## src/rtl/ptbp_pkg.sv

```systemverilog
`timescale 1ns / 1ps

package ptbp_pkg;

  localparam int GHIST_BITS_DEF    = 12;
  localparam int LHIST_BITS_DEF    = 10;
  localparam int PC_INDEX_BITS_DEF = 9;
  localparam int WEIGHT_BITS_DEF   = 8;

  localparam int PC_W      = 32;
  localparam int SUM_OUT_W = 12;

  // request kinds
  localparam logic REQ_PREDICT = 1'b0;
  localparam logic REQ_TRAIN   = 1'b1;

  // 2-bit saturating counters
  localparam logic [1:0] CTR_MIN      = 2'd0;
  localparam logic [1:0] CTR_MAX      = 2'd3;
  localparam logic [1:0] CTR_WEAK_NT  = 2'd1;
  localparam logic [1:0] CHOOSE_WEAK_P = 2'd2;

  function automatic logic [1:0] ctr_inc(input logic [1:0] c);
    logic [1:0] r;
    r = (c == CTR_MAX) ? c : c + 2'd1;
    return r;
  endfunction

  function automatic logic [1:0] ctr_dec(input logic [1:0] c);
    logic [1:0] r;
    r = (c == CTR_MIN) ? c : c - 2'd1;
    return r;
  endfunction

  // Width that holds bias plus lhist signed weight terms without overflow.
  function automatic int sum_width(input int wbits, input int lbits);
    int r;
    r = wbits + $clog2(lbits + 1);
    return r;
  endfunction

endpackage

```

## src/rtl/ptbp_percep.sv

```systemverilog
`timescale 1ns / 1ps

// Perceptron dot product, one weight term per cycle.
module ptbp_percep #(
  parameter int LHIST_BITS  = ptbp_pkg::LHIST_BITS_DEF,
  parameter int WEIGHT_BITS = ptbp_pkg::WEIGHT_BITS_DEF
) (
  input  logic                                clk_i,
  input  logic                                rst_ni,
  input  logic                                start_i,
  input  logic signed [WEIGHT_BITS-1:0]       bias_i,
  input  logic [LHIST_BITS*WEIGHT_BITS-1:0]   weights_i,
  input  logic [LHIST_BITS-1:0]               hist_i,
  output logic signed [ptbp_pkg::sum_width(WEIGHT_BITS, LHIST_BITS)-1:0] sum_o,
  output logic                                done_o
);

  localparam int SUM_W = ptbp_pkg::sum_width(WEIGHT_BITS, LHIST_BITS);
  localparam int IDX_W = (LHIST_BITS > 1) ? $clog2(LHIST_BITS) : 1;
  localparam logic [IDX_W-1:0] IDX_LAST = IDX_W'(LHIST_BITS - 1);

  logic                          busy_q, busy_d;
  logic [IDX_W-1:0]              idx_q, idx_d;
  logic signed [SUM_W-1:0]       acc_q, acc_d;
  logic signed [WEIGHT_BITS-1:0] w_cur;
  logic signed [SUM_W-1:0]       w_ext;
  logic                          last;

  assign w_cur = weights_i[idx_q*WEIGHT_BITS +: WEIGHT_BITS];
  assign w_ext = SUM_W'(w_cur);
  assign last  = (idx_q == IDX_LAST);

  always_comb begin
    busy_d = busy_q;
    idx_d  = idx_q;
    acc_d  = acc_q;
    if (start_i) begin
      busy_d = 1'b1;
      idx_d  = '0;
      acc_d  = SUM_W'(bias_i);
    end else if (busy_q) begin
      acc_d = hist_i[idx_q] ? acc_q + w_ext : acc_q - w_ext;
      idx_d = idx_q + IDX_W'(1);
      if (last) begin
        busy_d = 1'b0;
      end
    end
  end

  always_ff @(posedge clk_i or negedge rst_ni) begin
    if (!rst_ni) begin
      busy_q <= 1'b0;
      idx_q  <= '0;
    end else begin
      busy_q <= busy_d;
      idx_q  <= idx_d;
    end
  end

  always_ff @(posedge clk_i) begin
    acc_q <= acc_d;
  end

  // final term lands at this edge
  assign done_o = busy_q && last;
  assign sum_o  = acc_q;

endmodule

```

## config.mk

```make
export PLATFORM = sky130hd
export DESIGN_NAME = ptbp_percep
export DESIGN_NICKNAME = d
export VERILOG_FILES = /design/src/rtl/ptbp_pkg.sv /design/src/rtl/ptbp_percep.sv
export SDC_FILE = /design/constraint.sdc
export NUM_CORES = 1
export LEC_CHECK = 0
export BUFFER_PORTS_ARGS = -buffer_cell sky130_fd_sc_hd__buf_2
export CAP_MARGIN = 20
export CORE_MARGIN = 5
export CORE_UTILIZATION = 49
export CTS_CLUSTER_DIAMETER = 30
export CTS_CLUSTER_SIZE = 24
export DETAILED_ROUTE_END_ITERATION = 6
export GPL_ROUTABILITY_DRIVEN = 0
export PLACE_DENSITY = 0.86
export SLEW_MARGIN = 5
export SYNTH_ARGS = -nofsm -noshare
export SYNTH_HDL_FRONTEND = slang
export SYNTH_SLANG_ARGS = --single-unit
```

## constraint.sdc

```tcl
create_clock -name clk_i -period 7.7 [get_ports clk_i]
set_clock_uncertainty 0.15 [all_clocks]
set_input_delay 0.77 -clock clk_i [delete_from_list [all_inputs] [get_ports clk_i]]
set_output_delay 0.77 -clock clk_i [all_outputs]
set_load 0.01 [all_outputs]
```

==> metrics.md <==
| Metric | Value |
|---|---|
| Placed Instance Area | `2680 sq um` |
| Total track usage | `0.226` |
| # setup viols final | `0` |
| Largest net degree at the start of global routing | `32` |
| Placed cell count | `between 300 and 400` |
| Commonest cells after routing, fill and taps aside | `sky130_fd_sc_hd__buf_2, sky130_fd_sc_hd__mux4_2, sky130_fd_sc_hd__ha_1` |
| Clock sinks | `17` |
| Root buf cell | `sky130_fd_sc_hd__clkbuf_8` |
| Port Buffer Count | `~110` |
| Clock period minus final worst setup slack | `4920 ps` |
| Layout cell share with drive strength beyond 1 | `0.455` |
| Combined area of the multi-input logic cells | `1520 sq um` |
| Net total in the final layout | `432` |
| Vias in the first global route | `~2200` |
| DIE AREA | `roughly 5700 sq um` |
| Mean area per synthesized cell | `10.3 sq um` |
| Number of nets still failing antenna checks after routing | `0` |
| Synth Register Bits | `17` |
| Row count | `24` |
| Maximum number of buffers from clock root to sink | `2` |
| Post-synth EDFFs | `12` |
| GRT Residual Overflow | `0` |
| Hold violation total from the final report | `0` |
| Fraction of synthesized cell area taken by the top area cell type | `0.191` |
| Vias per cell | `roughly 5.7` |
| TritonCTS clock tree | `yes` |
| IO Count | `114` |
| Initial DRC count | `95` |
| Final std cells w/o fill | `364` |
| Resized cells post-CTS | `0` |
| Setup crit end kind | `flip-flop` |
| Slew HR | `0.403` |
| Vias after detailed routing | `2092` |
| Most area-hungry cell type in the Yosys netlist | `sky130_fd_sc_hd__mux4_2` |
| Layout area overhead | `28.5%` |
| Maximum net fanout on the critical path | `31` |
| Ant. Diodes | `0` |
| Top routing layer in use | `met4` |
| Die outline width | `75.8 um` |
| Slew of the pin with the lowest slew margin | `about 900 ps` |
| Max Clock Freq | `0.203 GHz` |
| Share of the cycle needed by the critical path after routing | `0.639` |
| TritonRoute pass-1 iters | `4` |
| Share of the core filled with cells in the final layout | `0.640` |
| Final routed wire length divided by cell count | `17.4 um` |
| Post-CTS setup buffers | `0` |
| Sequential-to-total area share from yosys stat | `0.229` |
| FILL cells | `between 300 and 400` |
| Cell area after layout | `around 2700 sq um` |
| Combined flip-flop and latch cell area | `487 sq um` |
| Worst voltage drop across the vdd grid | `0.146 mV` |
| Synth Cell Area | `2120 sq um` |
| Final Max Tran Viols | `0` |
| Total detailed-routing wirelength | `between 6000 and 7000 um` |
| Max-Cap Viols | `0` |
| Starting Density | `0.498` |
| Startpoint-to-endpoint class of the critical path | `reg -> reg` |
| Status | `completed` |
| Wire length of the first global-routing pass | `9940 um` |
| Arrival time of data at the critical path endpoint | `4890 ps` |
| Antenna violations before repair | `0` |
| Category of the worst setup path launch point | `flip-flop` |
| DRC | `0` |
| PwrDens | `282 nW/um^2` |
| H-tree depth | `1` |
| Die height | `75.8 um` |
| Warnings from Yosys | `0` |
| CTS clock-pin slew for the worst setup and hold paths | `60 ps` |
| Async set-reset flop share out of synthesis | `0.294` |
| Path depth of the worst reg2reg path | `15` |
| Area contributors post-synth | `sky130_fd_sc_hd__mux4_2, sky130_fd_sc_hd__edfxtp_1, sky130_fd_sc_hd__ha_1` |
| Reported leakage power | `about 1.3 nW` |
| Total Negative Setup Slacks | `0 ps` |
| Routed length on met2 | `around 3500 um` |
| Required arrival time at the worst endpoint | `between 7000 and 8000 ps` |
| Clk_lat worst skew | `250 ps` |
| Area of the placeable core | `4260 sq um` |
| Cts-stage hold buffer count | `0` |
| Class of the worst hold path | `in -> async` |
| WL met1 | `2460 um` |
| Most common library cell in the layout ignoring fill and taps | `sky130_fd_sc_hd__buf_2` |
| Net count of the mapped netlist | `~330` |
| Most used DFF post-synth | `sky130_fd_sc_hd__edfxtp_1` |
| Met3 wire length | `303 um` |
| Synthesized netlist cell count | `207` |
| RSZ-0062 raised after global routing | `no` |
| Clock buffers created by TritonCTS | `3` |
| Power, Total | `0.768 mW` |
| Distinct cell type count after synthesis | `44` |
| HPWL after detailed placement | `5330 um` |
==> kinds of logic (layout without fill, tap and decap cells) <==
kind of cell,Yosys count,in the layout,synth area share
AOI/OAI and AO/OA,58,58,0.180
xor gates and xnor gates,18,18,0.0814
and+or+nand+nor,43,43,0.0979
DFF,17,17,0.229
buffers and inverters,23,128,0.0531
adders and majority gates,18,18,0.110
muxes,30,30,0.249
==> state kept, by name, indices dropped and copies added, names as in the netlist <==
| signal | flops |
|---|---|
| idx_q | 4 |
| sum_o | 12 |
| busy_q | 1 |
==> path summary, 6_finish.rpt <==
kind | startpoint | to | slack (ps)
worst max-delay path | idx_q[0] | sum_o[8] | 2780
worst min-delay path | rst_ni | idx_q[1] | 170
worst max register to register | idx_q[0] | sum_o[8] | 2780
worst min register to register | busy_q | idx_q[1] | 470
max in group asynchronous | rst_ni | idx_q[0] | 7080
min in group clk_i | busy_q | idx_q[1] | 470
==> per-layer routing <==
| layer | GRT usage | up-vias |
|---|---|---|
| met5 | 0 | - |
| met3 | 0.0462 | 12 |
| met4 | 0.0505 | 0 |
| met1 | 0.271 | 1028 |
| li1 | - | 1003 |
| met2 | 0.413 | 49 |
==> critical path, cell delays in order (launching register included) <==
cell and delay (ps):
sky130_fd_sc_hd__dfrtp_2 940, sky130_fd_sc_hd__mux4_2 590, sky130_fd_sc_hd__a22oi_1 180, sky130_fd_sc_hd__o21ai_0 220, sky130_fd_sc_hd__inv_1 110, sky130_fd_sc_hd__ha_1 230, sky130_fd_sc_hd__nor2_1 100, sky130_fd_sc_hd__a21oi_1 100
sky130_fd_sc_hd__fa_1 500, sky130_fd_sc_hd__a21o_1 170, sky130_fd_sc_hd__a21oi_1 220, sky130_fd_sc_hd__o21bai_1 90, sky130_fd_sc_hd__a21o_1 200, sky130_fd_sc_hd__a21o_1 230, sky130_fd_sc_hd__a2111oi_0 570, sky130_fd_sc_hd__a221o_1 190
==> final cells by class <==
cell class	instances	area share
clock buffer	4	0.0165
inverter	11	0.0151
multi-input combinational	167	0.559
sequential	17	0.178
tap	52	0.0239
timing repair buffer	113	0.207
==> Yosys cell counts, types with 5 or more instances <==
cell,number
sky130_fd_sc_hd__mux4_2,18
sky130_fd_sc_hd__ha_1,17
sky130_fd_sc_hd__nor2_1,16
sky130_fd_sc_hd__nand2_1,14
sky130_fd_sc_hd__edfxtp_1,12
sky130_fd_sc_hd__xor2_1,12
sky130_fd_sc_hd__inv_1,11
sky130_fd_sc_hd__o21ai_0,11
sky130_fd_sc_hd__a21oi_1,10
sky130_fd_sc_hd__mux2i_1,10
sky130_fd_sc_hd__a21o_1,8
sky130_fd_sc_hd__a22oi_1,8
sky130_fd_sc_hd__dfrtp_1,5
sky130_fd_sc_hd__xnor2_1,5
==> power by group <==
part | switching, mW | internal [mW]
clock network | 0.0298 | 0.0367
registers | 0.0360 | 0.147
logic | 0.267 | 0.252
==> metrics by stage <==
stage	hold WS [ps]	setup slack (ps)
finish	173	2780
global route	163	2430
CTS	170	2740
detailed placement	440	2750
global placement	438	3050
floorplan	324	3560
(Power assumes the default switching activity.)
